==> src/sv/mono_bitmap_run_extractor_assert.svh <==
// ----------------------------------------------------------------------------
// Assertion macros for mono_bitmap_run_extractor
// Short wrappers for the concurrent checks in the top level.
// ----------------------------------------------------------------------------
`ifndef MONO_BITMAP_RUN_EXTRACTOR_ASSERT_SVH
`define MONO_BITMAP_RUN_EXTRACTOR_ASSERT_SVH

// same-cycle implication
`define MBRE_ASSERT_IMPLY(label, clk, rst, ante, cons) \
  label: assert property (@(posedge clk) disable iff (rst) (ante) |-> (cons)) \
    else $error("mbre assertion failed");

// next-cycle implication
`define MBRE_ASSERT_NEXT(label, clk, rst, ante, cons) \
  label: assert property (@(posedge clk) disable iff (rst) (ante) |=> (cons)) \
    else $error("mbre assertion failed");

`endif

==> src/sv/mbre_pkg.sv <==
// ----------------------------------------------------------------------------
// mbre_pkg
// Shared types and constants of the 1bpp bitmap run extractor.
// ----------------------------------------------------------------------------
`timescale 1ns / 1ps

package mbre_pkg;

  localparam int unsigned MAX_RUNS  = 5;
  localparam int unsigned ROW_LIMIT = 4096;

  typedef enum logic {
    REG_IMAGE_WIDTH  = 1'b0,
    REG_IMAGE_HEIGHT = 1'b1
  } cfg_reg_t;

  typedef struct packed {
    logic [9:0]  byte_position;
    logic [11:0] row_counter;
    logic        inside_run;
    logic [11:0] open_run_first;
  } scan_state_t;

  typedef struct packed {
    logic [2:0]                 count;
    logic [11:0]                row;
    logic [MAX_RUNS-1:0][11:0]  first;
    logic [MAX_RUNS-1:0][12:0]  stop;
  } run_set_t;

endpackage

==> src/sv/mbre_scan.sv <==
// ----------------------------------------------------------------------------
// mbre_scan
// Scans one pixel byte against the running row state, lists the runs it
// closes and computes the state after the byte.
// ----------------------------------------------------------------------------
`timescale 1ns / 1ps

module mbre_scan (
  input  logic [7:0]           pixel_byte,
  input  logic                 image_start,
  input  logic [12:0]          width,
  input  logic [12:0]          height,
  input  mbre_pkg::scan_state_t state,
  output mbre_pkg::scan_state_t state_next,
  output mbre_pkg::run_set_t    runs
);
  import mbre_pkg::*;

  scan_state_t cur;
  logic [10:0] nbytes;
  logic [10:0] stride;
  logic [13:0] width_sum;
  logic [10:0] nbytes_sum;
  logic        byte_live;
  logic [10:0] bp_inc;
  logic [12:0] row_inc;

  always_comb begin
    cur = state;
    if (image_start) begin
      cur = '0;
    end
    width_sum  = {1'b0, width} + 14'd7;
    nbytes     = width_sum[13:3];
    nbytes_sum = nbytes + 11'd3;
    stride     = {nbytes_sum[10:2], 2'b00};
    byte_live  = {1'b0, cur.byte_position} < nbytes;
  end

  always_comb begin
    logic        in_run;
    logic [11:0] first_col;
    logic [2:0]  cnt;
    logic [12:0] col;
    in_run    = cur.inside_run;
    first_col = cur.open_run_first;
    cnt       = '0;
    runs      = '0;
    runs.row  = cur.row_counter;
    for (int b = 0; b < 8; b++) begin
      col = {cur.byte_position, 3'(b)};
      if (byte_live && (col < width)) begin
        if (pixel_byte[3'(7 - b)] && !in_run) begin
          in_run    = 1'b1;
          first_col = col[11:0];
        end else if (!pixel_byte[3'(7 - b)] && in_run) begin
          runs.first[cnt] = first_col;
          runs.stop[cnt]  = col;
          cnt             = cnt + 3'd1;
          in_run          = 1'b0;
        end
      end
    end
    if (byte_live && (bp_inc == nbytes) && in_run) begin
      runs.first[cnt] = first_col;
      runs.stop[cnt]  = width;
      cnt             = cnt + 3'd1;
      in_run          = 1'b0;
    end
    runs.count = cnt;

    state_next                = cur;
    state_next.inside_run     = in_run;
    state_next.open_run_first = first_col;
    if (bp_inc >= stride) begin
      state_next.byte_position = '0;
      state_next.inside_run    = 1'b0;
      if (row_inc >= height) begin
        state_next.row_counter = '0;
      end else begin
        state_next.row_counter = row_inc[11:0];
      end
    end else begin
      state_next.byte_position = bp_inc[9:0];
    end
  end

  assign bp_inc  = {1'b0, cur.byte_position} + 11'd1;
  assign row_inc = {1'b0, cur.row_counter} + 13'd1;

endmodule

==> src/sv/mbre_runbuf.sv <==
// ----------------------------------------------------------------------------
// mbre_runbuf
// Holds the runs of one byte and hands them out one beat at a time.
// ----------------------------------------------------------------------------
`timescale 1ns / 1ps

module mbre_runbuf (
  input  logic                clk,
  input  logic                rst,
  input  logic                load,
  input  mbre_pkg::run_set_t  runs,
  output logic                can_load,
  output logic                out_valid,
  input  logic                out_stall,
  output logic [11:0]         run_row,
  output logic [11:0]         run_first,
  output logic [12:0]         run_stop,
  output logic                last_of_byte
);
  import mbre_pkg::*;

  run_set_t   held;
  logic [2:0] cnt;
  logic [2:0] rd;
  logic [2:0] rd_next;
  logic       is_last;
  logic       take;

  assign rd_next      = rd + 3'd1;
  assign is_last      = (rd_next == cnt);
  assign out_valid    = (cnt != 3'd0);
  assign take         = out_valid && !out_stall;
  assign can_load     = !out_valid || (take && is_last);
  assign run_row      = held.row;
  assign run_first    = held.first[rd];
  assign run_stop     = held.stop[rd];
  assign last_of_byte = is_last;

  always_ff @(posedge clk) begin
    if (rst) begin
      cnt <= '0;
      rd  <= '0;
    end else if (load) begin
      cnt <= runs.count;
      rd  <= '0;
    end else if (take) begin
      if (is_last) begin
        cnt <= '0;
        rd  <= '0;
      end else begin
        rd <= rd_next;
      end
    end
  end

  always_ff @(posedge clk) begin
    if (load) begin
      held <= runs;
    end
  end

endmodule

==> src/sv/mono_bitmap_run_extractor.sv <==
// ----------------------------------------------------------------------------
// mono_bitmap_run_extractor
// Run extractor for a 1bpp bitmap stream, one pixel byte per beat, rows
// padded to a 4-byte stride. Emits row, first column and stop column of
// every maximal run of set pixels.
// Output: a byte's first run appears in the cycle after the byte is accepted.
// Throughput: one byte per cycle while bytes close at most one run and
// out_stall is low; a byte closing n runs occupies the run buffer for n
// output beats (n up to 5). Reset: rst (synchronous) clears position, row
// and run state, empties the run buffer and sets width to 8 and height to 1.
// ----------------------------------------------------------------------------
`timescale 1ns / 1ps

`include "mono_bitmap_run_extractor_assert.svh"

module mono_bitmap_run_extractor #(
  parameter int unsigned MAX_WIDTH = 4096
) (
  input  logic        clk,
  input  logic        rst,
  input  logic        cfg_we,
  input  logic        cfg_index,
  input  logic [12:0] cfg_data,
  input  logic        in_valid,
  output logic        in_stall,
  input  logic [7:0]  pixel_byte,
  input  logic        image_start,
  output logic        out_valid,
  input  logic        out_stall,
  output logic [11:0] run_row,
  output logic [11:0] run_first,
  output logic [12:0] run_stop,
  output logic        last_of_byte
);
  import mbre_pkg::*;

  logic [12:0] image_width;
  logic [12:0] image_height;
  logic [12:0] width_eff;
  logic [12:0] height_eff;
  scan_state_t state;
  scan_state_t state_next;
  run_set_t    runs;
  logic        can_load;
  logic        in_take;

  always_ff @(posedge clk) begin
    if (rst) begin
      image_width  <= 13'd8;
      image_height <= 13'd1;
    end else if (cfg_we) begin
      unique case (cfg_reg_t'(cfg_index))
        REG_IMAGE_WIDTH:  image_width  <= cfg_data;
        REG_IMAGE_HEIGHT: image_height <= cfg_data;
        default: ;
      endcase
    end
  end

  always_comb begin
    width_eff = image_width;
    if (image_width == 13'd0) begin
      width_eff = 13'd1;
    end else if ({4'd0, image_width} > 17'(MAX_WIDTH)) begin
      width_eff = 13'(MAX_WIDTH);
    end
    height_eff = image_height;
    if (image_height == 13'd0) begin
      height_eff = 13'd1;
    end else if (image_height > 13'(ROW_LIMIT)) begin
      height_eff = 13'(ROW_LIMIT);
    end
  end

  assign in_stall = !can_load;
  assign in_take  = in_valid && can_load;

  mbre_scan u_scan (
    .pixel_byte (pixel_byte),
    .image_start(image_start),
    .width      (width_eff),
    .height     (height_eff),
    .state      (state),
    .state_next (state_next),
    .runs       (runs)
  );

  always_ff @(posedge clk) begin
    if (rst) begin
      state <= '0;
    end else if (in_take) begin
      state <= state_next;
    end
  end

  mbre_runbuf u_runbuf (
    .clk         (clk),
    .rst         (rst),
    .load        (in_take),
    .runs        (runs),
    .can_load    (can_load),
    .out_valid   (out_valid),
    .out_stall   (out_stall),
    .run_row     (run_row),
    .run_first   (run_first),
    .run_stop    (run_stop),
    .last_of_byte(last_of_byte)
  );

  `MBRE_ASSERT_IMPLY(a_take_when_drained, clk, rst, in_valid && !in_stall, !out_valid || (!out_stall && last_of_byte))
  `MBRE_ASSERT_NEXT(a_same_row_in_byte, clk, rst, out_valid && !out_stall && !last_of_byte, out_valid && $stable(run_row))
  `MBRE_ASSERT_IMPLY(a_stop_after_first, clk, rst, out_valid, run_stop > {1'b0, run_first})

endmodule
==> config.mk <==
export PLATFORM = sky130hd
export DESIGN_NAME = mono_bitmap_run_extractor
export DESIGN_NICKNAME = d
export VERILOG_FILES = /design/src/sv/mbre_pkg.sv /design/src/sv/mbre_scan.sv /design/src/sv/mbre_runbuf.sv /design/src/sv/mono_bitmap_run_extractor.sv
export VERILOG_INCLUDE_DIRS = /design/src /design/src/sv
export SDC_FILE = /design/constraint.sdc
export NUM_CORES = 1
export LEC_CHECK = 0
export BUFFER_PORTS_ARGS = -buffer_cell sky130_fd_sc_hd__buf_4
export CORE_UTILIZATION = 25
export CTS_CLUSTER_DIAMETER = 100
export DETAILED_ROUTE_END_ITERATION = 6
export GPL_TIMING_DRIVEN = 0
export MAX_ROUTING_LAYER = met4
export PLACE_DENSITY_LB_ADDON = 0.15
export SETUP_SLACK_MARGIN = 0.05
export SYNTH_ARGS = -nofsm -noshare
export SYNTH_HDL_FRONTEND = slang
export SYNTH_SLANG_ARGS = --single-unit
export TNS_END_PERCENT = 30
==> constraint.sdc <==
create_clock -name clk -period 6.6 [get_ports clk]
set_input_delay 0 -clock clk [delete_from_list [all_inputs] [get_ports clk]]
set_output_delay 0 -clock clk [all_outputs]
set_load 0.02 [all_outputs]
# After elaboration in Yosys (flattened, before gate mapping)

Index checks and enable logic that the tools add are counted.

Input port bits: 28
Bits in registers: 204
Output and inout bits: 40

Reductions and logical operators: 42
Add/subtract/negate cells: 9
$lt $le $gt $ge: 18
Bitwise operators: 1
Muxes and demuxes: 87
Equality and inequality tests: 2

Operators by type and width:

| kind                  | number |
|---|---|
| $mux 125              | 12 |
| $bwmux 65             | 4 |
| $bwmux 60             | 4 |
| $mux 12               | 14 |
| $demux 13 s3          | 4 |
| $demux 12 s3          | 4 |
| $mux 13               | 10 |
| $mux 77               | 1 |
| $lt 13x13->1          | 4 |
| $mux 3                | 16 |
| $bmux 13 s3           | 1 |
| $bmux 12 s3           | 1 |
| $mux 35               | 1 |
| $gt 13x13->1 const B  | 2 |
| $logic_not 13->1      | 2 |
| $logic_and 1x1->1     | 21 |
| $lt 3x4->1 const B    | 5 |
| $add 3x1->3 const B   | 5 |
| $add 13x3->14 const B | 1 |
| $mux 1                | 14 |
| $add 12x1->13 const B | 1 |
| $ge 13x13->1          | 1 |
| $ge 3x1->1 const B    | 4 |
| $add 10x1->11 const B | 1 |
| 13 further kinds      | 26 |

# Depth between registers and ports, before layout

Gate-level depths: netlist of the first run.

Depth in word-level cells: 25
Gate-level depth with buffers: 24
Depth with buffers taken out: 22

# Modules after synthesis

From an unflattened synthesis of the first run, not the netlist that was laid out.

Cell total of the unflattened synthesis: 1,417
Area, all modules: 13,067.5 um^2

Modules (own cells, without submodules):

| module                    | cells an instance | times used | area an instance (um^2) |
|---|---|---|---|
| mbre_runbuf               | 293               | 1          | 5,486.5 |
| mbre_scan                 | 820               | 1          | 5,241.3 |
| mono_bitmap_run_extractor | 304               | 1          | 2,339.7 |

# Worst setup path after synthesis of the first run

OpenSTA, ideal clock, no wires.

Path type: reg2reg
Start point: reg u_runbuf.rd[0]
End point: reg u_runbuf.held[0] in the netlist's numbering, enable pin
Cell stages (with the launch flop): 9
Setup time: 0.555 ns
Period minus slack after synthesis: 5.795 ns
Path buffers: 1
Slack: 0.805 ns
Arrival time: 5.240 ns
Cells stage by stage: dfxtp_1 ha_1 xor2_1 xnor2_1 nand3_1 o21ai_0 nand2_1 clkinv_1 buf_1

Longest elaborated chain between the ends: 5

RTL lines:

| item                     | line                            | text |
|---|---|---|
| start: declaration       | mbre_runbuf.sv:24               | `logic [2:0] rd;` |
| start signal: assignment | mbre_runbuf.sv:51               | `rd <= rd_next;` |
| $add 3x1->3              | mbre_runbuf.sv:29               | `assign rd_next = rd + 3'd1;` |
| $eq 3x3->1               | mbre_runbuf.sv:30               | `assign is_last = (rd_next == cnt);` |
| $logic_and 1x1->1        | mbre_runbuf.sv:33               | `assign can_load = !out_valid \|\| (take && is_last);` |
| $logic_or 1x1->1         | mbre_runbuf.sv:33               |  |
| $logic_and 1x1->1        | mono_bitmap_run_extractor.sv:76 | `assign in_take = in_valid && can_load;` |
| via in_take              | mono_bitmap_run_extractor.sv:45 | `logic in_take;` |
| end signal: assignment   | mbre_runbuf.sv:58               | `held <= runs;` |
| end: declaration         | mbre_runbuf.sv:22               | `run_set_t held;` |

The timed path passes the listed nets, and every way through them passes these cells.
A chain may end at the register's enable or synchronous reset.

==> results of run 1 <==
per-layer routing:
layer | vias to the layer above | track usage, % | routed length, um
met2 | 305 | 29.5 | 20800
met4 | 0 | 5.52 | 1380
met3 | 75 | 2.36 | 2230
li1 | 5148 | - | -
met5 | - | - | 0
met1 | 5176 | 25.3 | 21600
worst max-delay path: stages (launching register included):
cell and delay [ns]:
dfxtp_1 0.35, clkbuf_1 0.33, nand3b_1 0.26, nor4_1 0.30, xor2_1 0.43, ha_1 0.31, nand3_1 0.11, nor2_1 0.10
o2111a_1 0.20, and2_1 0.16, buf_6 0.13, nor4_1 0.46, nor2_1 0.17, nand2_2 0.19, ha_1 0.26, nor2_1 0.22
ha_1 0.30, a211o_1 0.32, a211oi_2 0.45, buf_2 0.32, buf_2 0.27, nand2_1 0.08, o21ai_1 0.18
cell usage in the layout (no fill, tap or decap), types with 11 or more instances in the layout:
cell	netlist	layout
nand2_1	171	171
nor2_1	146	146
edfxtp_1	137	137
a21oi_1	110	108
buf_4	12	81
dfxtp_1	67	67
mux2i_1	62	62
o21ai_0	60	59
ha_1	52	52
clkbuf_1	49	49
o22ai_1	46	46
inv_1	32	32
nand3_1	31	31
o21ai_1	26	27
clkbuf_16	0	24
nor2b_1	23	23
dlygate4sd3_1	0	23
xnor2_1	21	21
nor3_1	21	21
a22o_1	21	21
xor2_1	17	17
a211oi_1	17	17
buf_2	15	15
or3_1	12	12
a21o_1	11	11
power by group:
group	leakage, nW	internal, mW	switching [mW]	total, mW
Clock	0.372	0.749	0.550	1.30
Combinational	3.12	0.410	0.811	1.22
Sequential	1.92	1.61	0.0696	1.68
cell type report:
cell class | count | area (um^2)
well taps | 656 | 821
fillers | 5136 | 33400
flip-flops and latches | 204 | 5460
multi-input cells | 1014 | 6310
clock inverters | 10 | 85.1
repair buffers | 96 | 828
plain buffers | 91 | 438
clock buffers | 32 | 671
inverters | 37 | 143
state kept, by name (all words and copies together), names as in the netlist:
signal / flops
state: 35
u_runbuf.held: 125
image_width: 13
u_runbuf.cnt: 3
u_runbuf.rd: 3
image_height: 13
u_runbuf.run_row: 12
cells by family (layout without fill, tap and decap cells):
logic type	after synthesis	in the layout	share of synthesized area, %
and+or+nand+nor	483	483	18.4
AOI/OAI and AO/OA	366	366	18.8
buffers and inverters	128	266	4.62
DFF	204	204	44.4
other	2	6	0.0611
adders and majority gates	52	52	5.29
xor gates and xnor gates	39	39	2.89
muxes	68	68	5.60
what timing repair did:
item,CTS,global route
hold endpoints to repair,38,0
pin swaps,0,1
hold buffers,23,0
gates resized for setup,1,17
buffers inserted,0,6
setup endpoints to repair,27,108
metrics by stage:
stage,setup slack (ns),power [mW],util (%)
floorplan,0.805,2.48,-
global placement,-1.84,2.94,28.3
detailed placement,-0.200,2.92,28.4
CTS,0.121,4.24,30.5
global route,0.0325,4.41,30.6
finish,0.465,4.20,30.6
worst max-delay path by stage:
stage	startpoint	endpoint	slack (ns)	cells after the start
3_3_place_gp	u_runbuf.rd[0]$_SDFFE_PP0P_	state[10]$_SDFFE_PP0P_	-1.84	8
4_1_cts	image_width[3]$_SDFFE_PP1P_	u_runbuf.held[101]$_DFFE_PP_	0.12	23
6_report	image_width[12]$_SDFFE_PP0P_	u_runbuf.held[77]$_DFFE_PP_	0.47	22
5_1_grt	image_width[1]$_SDFFE_PP0P_	u_runbuf.held[44]$_DFFE_PP_	0.03	23
2_1_floorplan	u_runbuf.rd[0]$_SDFFE_PP0P_	u_runbuf.held[0]$_DFFE_PP_	0.81	8
3_5_place_dp	image_start	u_runbuf.held[101]$_DFFE_PP_	-0.20	23
==> impl_metrics.ini, run 1 <==
[status]
status = complete, no violations

[worst_hold_path]
holdPathStages = 4
hold_end = state[12]$_SDFFE_PP0P_
worstHoldStart = pixel_byte[0]
hold_path.class = in2reg

[sta]
finalSetupViolCount = 0
final_max_slew_viol_count = 0
fmax_mhz = 163
fin_crit_sh_pct = 92.9
clock_skew_ns = 0.0202
hold_violations = 0
min_period_ns = 6.13
fin_hold_ws_ns = 0.0991
max_slew_margin_pct = 25.2
rsz0062_at_grt = no
worst_slew_pin_slew_ns = 1.12
setup-tns-final_ns = 0

[placed_design]
placed_area_um2 = 13700
gp_congestion = 0.916
portBuffers = 63
dpl.cell_count = 2069
dp_hpwl_um = 35100

[detailed_routing]
ant_nets = 0
via_count = 10700
wl_um = 46100
drt-vias-per-instance = 5.00
drc_errors = 0
dr.first_iter.drc_count = 814
wl_per_cell_um = 21.5
dr.pass1.iters = 6

[grt]
grt_antenna_before_repair = 1
grt_pass1_wl_um = 68000
grt_max_degree = 39
track_usage_pct = 18.8
overflow = 0
grt_pass1_vias = 10500

[clock_tree]
root_buffer = clkbuf_16
clk_pin_slew_ns = 0.06
htreeDepth = 1
insertion_delay_ns = 0.55
cts_max_path_buffers = 3
cts_tree = done
cts_buffers = 24
clkSinkCount = 204

[synth]
synth_area_leaders = edfxtp_1 (33%), dfxtp_1 (11%), ha_1 (5.3%)
syn_area_per_cell_um2 = 9.16
synth_area_um2 = 12300
synth_common_cells = nand2_1 (171), nor2_1 (146), edfxtp_1 (137), a21oi_1 (110), dfxtp_1 (67)
synth_top_area_share_pct = 33.5
synth_warnings = 0
synth_most_common_cell = nand2_1
synth_edf_count = 137
ys_types = 84
ys_seq_area_share_pct = 44.4
synth_ff_type = edfxtp_1
yosysTopAreaCell = edfxtp_1
netlist_instances = 1342
async_reset_ff_share_pct = 0
ys_ff_latch = 204

[floorplanning]
dieArea_um2 = 50100
coreArea_um2 = 48100
die_h_um = 224
die_x_um = 224
boundaryPins = 68
start_util_pct = 25.5
fp-row-count = 80

[finish]
diodes = 0
final_cell_area_um2 = 14800
syn_to_final_growth_pct = 20.0
nNetsFinal = 1548
fin_cells = 2140
drive_gt1_share_pct = 12.5

[setup_path]
critPathMaxFanout = 10
cp_data_arrival_time_ns = 6.49
r2r_end = u_runbuf.held[77]$_DFFE_PP_
start_kind = flop
end_kind = flop
setup.worst_path.class = reg2reg
r2r_cells = 22
r2r_start = image_width[12]$_SDFFE_PP0P_
r2r_setup_slack_ns = 0.47
worstPathRequired_ns = 6.95

[power_and_ir_drop]
cellLeakagePower_nw = 5.41
vdd_drop_max_uv = 167
power_density_nw_per_um2 = 285

[job]
drv_cap = 0
Power figures use the tool's default switching activity.
==> inputs of run 2 (changes only) <==
- BUFFER_PORTS_ARGS: -buffer_cell sky130_fd_sc_hd__buf_4 -> -buffer_cell sky130_fd_sc_hd__buf_2
- CORE_ASPECT_RATIO: not set -> 0.75
- CORE_UTILIZATION: 25 -> 62
==> impl_metrics.ini, run 2 (synthesized netlist as in run 1, its figures left out) <==
[worst_hold_path]
worstHoldStart = rst
hold_path.class = in2reg
holdPathStages = 3
hold_end = state[27]$_SDFFE_PP0P_

[setup_path]
cpMaxStageDelayCell = clkinv_1
cp_data_arrival_time_ns = 6.47
critPathMaxFanout = 10
crit_family = compound AO/OA/AOI/OAI gates
worstPathRequired_ns = 6.79
slowest_delay_ns = 0.58
start_kind = flop
r2r_setup_slack_ns = 0.32
r2r_end = u_runbuf.held[80]$_DFFE_PP_
end_kind = flop
r2r_cells = 19
path_cells = nand2_1, clkinv_1, ha_1, a21oi_1, o21ai_0, a221oi_2, and2_4, and3_1, buf_2, nand2_1, nand2_2, ha_1, nor2_1, ha_1, a211o_1, a211oi_2, buf_2, buf_2, a21oi_1
r2r_start = state[30]$_SDFFE_PP0P_
setup.worst_path.class = reg2reg
crit_buf_inv = 4

[detailed_routing]
ant_nets = 0
drt-vias-per-instance = 6.72
via_count = 11600
dr.pass1.iters = 6
dr.first_iter.drc_count = 1952
wl_per_cell_um = 24.7
wl_um = 42700
drc_errors = 0

[clock_tree]
clk_pin_slew_ns = 0.07
clkSinkCount = 204
cts_buffers = 21
htreeDepth = 1
cts_max_path_buffers = 3
insertion_delay_ns = 0.53
root_buffer = clkbuf_16
cts_tree = done

[finish]
final_common_cell = nand2_1
fill_cells = 1488
largestRegisters = u_runbuf.held x125, state x35
drive_gt1_share_pct = 12.0
multi_input_area_um2 = 6330
syn_to_final_growth_pct = 13.2
fin_cells = 1724
seqCellArea_um2 = 5460
largest_reg_flops = 125
regMostFlops = u_runbuf.held
nNetsFinal = 1535
final_cell_mix = nand2_1 (170), nor2_1 (146), edfxtp_1 (137)

[floorplanning]
boundaryPins = 68
fp-row-count = 44
dieArea_um2 = 20400
die_h_um = 124
coreArea_um2 = 19400
start_util_pct = 63.4
die_x_um = 165

[sta]
max_slew_margin_pct = 34.0
fmax_mhz = 159
hold_violations = 0
fin_hold_ws_ns = 0.0143
finalSetupViolCount = 0
rsz0062_at_grt = no
final_max_slew_viol_count = 0
worst_slew_pin_slew_ns = 0.990
fin_crit_sh_pct = 95.2
min_period_ns = 6.28
clock_skew_ns = 0.0217

[placed_design]
portBuffers = 63
dp_hpwl_um = 31300
dpl.cell_count = 1665
gp_congestion = 1.01

[grt]
grt_max_degree = 46
track_usage_pct = 42.9
grtUsageMet3_pct = 16.5
grt_antenna_before_repair = 1
overflow = 0
use_met1_pct = 59.6
grt_pass1_wl_um = 62300
gr-usage-met2_pct = 58.2
grt_pass1_vias = 10500
busiest_layer = met1

[power_and_ir_drop]
total_power_mw = 4.10
cellLeakagePower_nw = 5.27
power_density_nw_per_um2 = 295
vdd_drop_max_uv = 287

[status]
status = complete, no violations

[job]
drv_cap = 0
## run 2: cell types whose count changed in the layout (fill, tap and decap cells not counted), sizes merged
| cell | before | now |
|---|---|---|
| buf | 113 | 108 |
| clkinv | 12 | 10 |
| inv | 33 | 35 |
| diode | 0 | 2 |
| bufinv | 1 | 2 |
| dlygate4sd3 | 23 | 19 |
| clkbuf | 83 | 76 |
## run 2: stage by stage
stage	setup TNS, ns	util (%)	setup WS [ns]	area [um^2]
6_report	0	71.8	0.319	13900
5_1_grt	0	71.8	0.155	13900
4_1_cts	0	71.6	0.163	13900
3_5_place_dp	0	67.1	0.180	13000
3_3_place_gp	-129.04	66.8	-0.949	12900
2_1_floorplan	0	-	0.805	12300
## run 2: cell type report
class	count	share of cell area, %
Multi-Input combinational cell	1014	45.4
Inverter	37	0.998
Timing Repair Buffer	86	4.12
Clock buffer	26	4.05
Clock inverter	11	0.791
Antenna cell	2	0.0359
Sequential cell	204	39.2
Tap cell	253	2.27
Buffer	91	3.11
## run 2: how the worst max path moves through the flow
| stage | startpoint | end | slack, ns | depth (start not counted) |
|---|---|---|---|---|
| after floorplan | u_runbuf.rd[0]$_SDFFE_PP0P_ | u_runbuf.held[0]$_DFFE_PP_ | 0.81 | 8 |
| after global placement | u_runbuf.rd[0]$_SDFFE_PP0P_ | state[6]$_SDFFE_PP0P_ | -0.95 | 8 |
| after detailed placement | image_width[12]$_SDFFE_PP0P_ | u_runbuf.held[68]$_DFFE_PP_ | 0.18 | 22 |
| after CTS | image_width[12]$_SDFFE_PP0P_ | u_runbuf.held[68]$_DFFE_PP_ | 0.16 | 22 |
| after global routing | image_width[1]$_SDFFE_PP0P_ | u_runbuf.held[105]$_DFFE_PP_ | 0.15 | 24 |
| final | state[30]$_SDFFE_PP0P_ | u_runbuf.held[80]$_DFFE_PP_ | 0.32 | 19 |
## run 2: worst min-delay path: stages
cell,delay (ns)
buf_2,0.15
or3_1,0.23
o21ai_0,0.09
## run 2: per-layer routing
layer / vias to the layer above / part of all wire, %
met4: 0 / 2.6
met1: 5458 / 41
met5: - / 0
li1: 5122 / -
met3: 109 / 16
met2: 897 / 41
## run 2: where the power goes
group | internal [mW] | total (mW) | switching (mW)
registers | 1.62 | 1.70 | 0.0827
logic | 0.362 | 1.19 | 0.827
clock network | 0.687 | 1.22 | 0.530
## run 2: timing repair
| action | 4_1_cts | 5_1_grt |
|---|---|---|
| endpoints found under the hold margin | 32 | 0 |
| resized for setup | 0 | 12 |
| setup buffers | 0 | 1 |
| endpoints found under the setup margin | 0 | 86 |
| hold buffers | 19 | 0 |
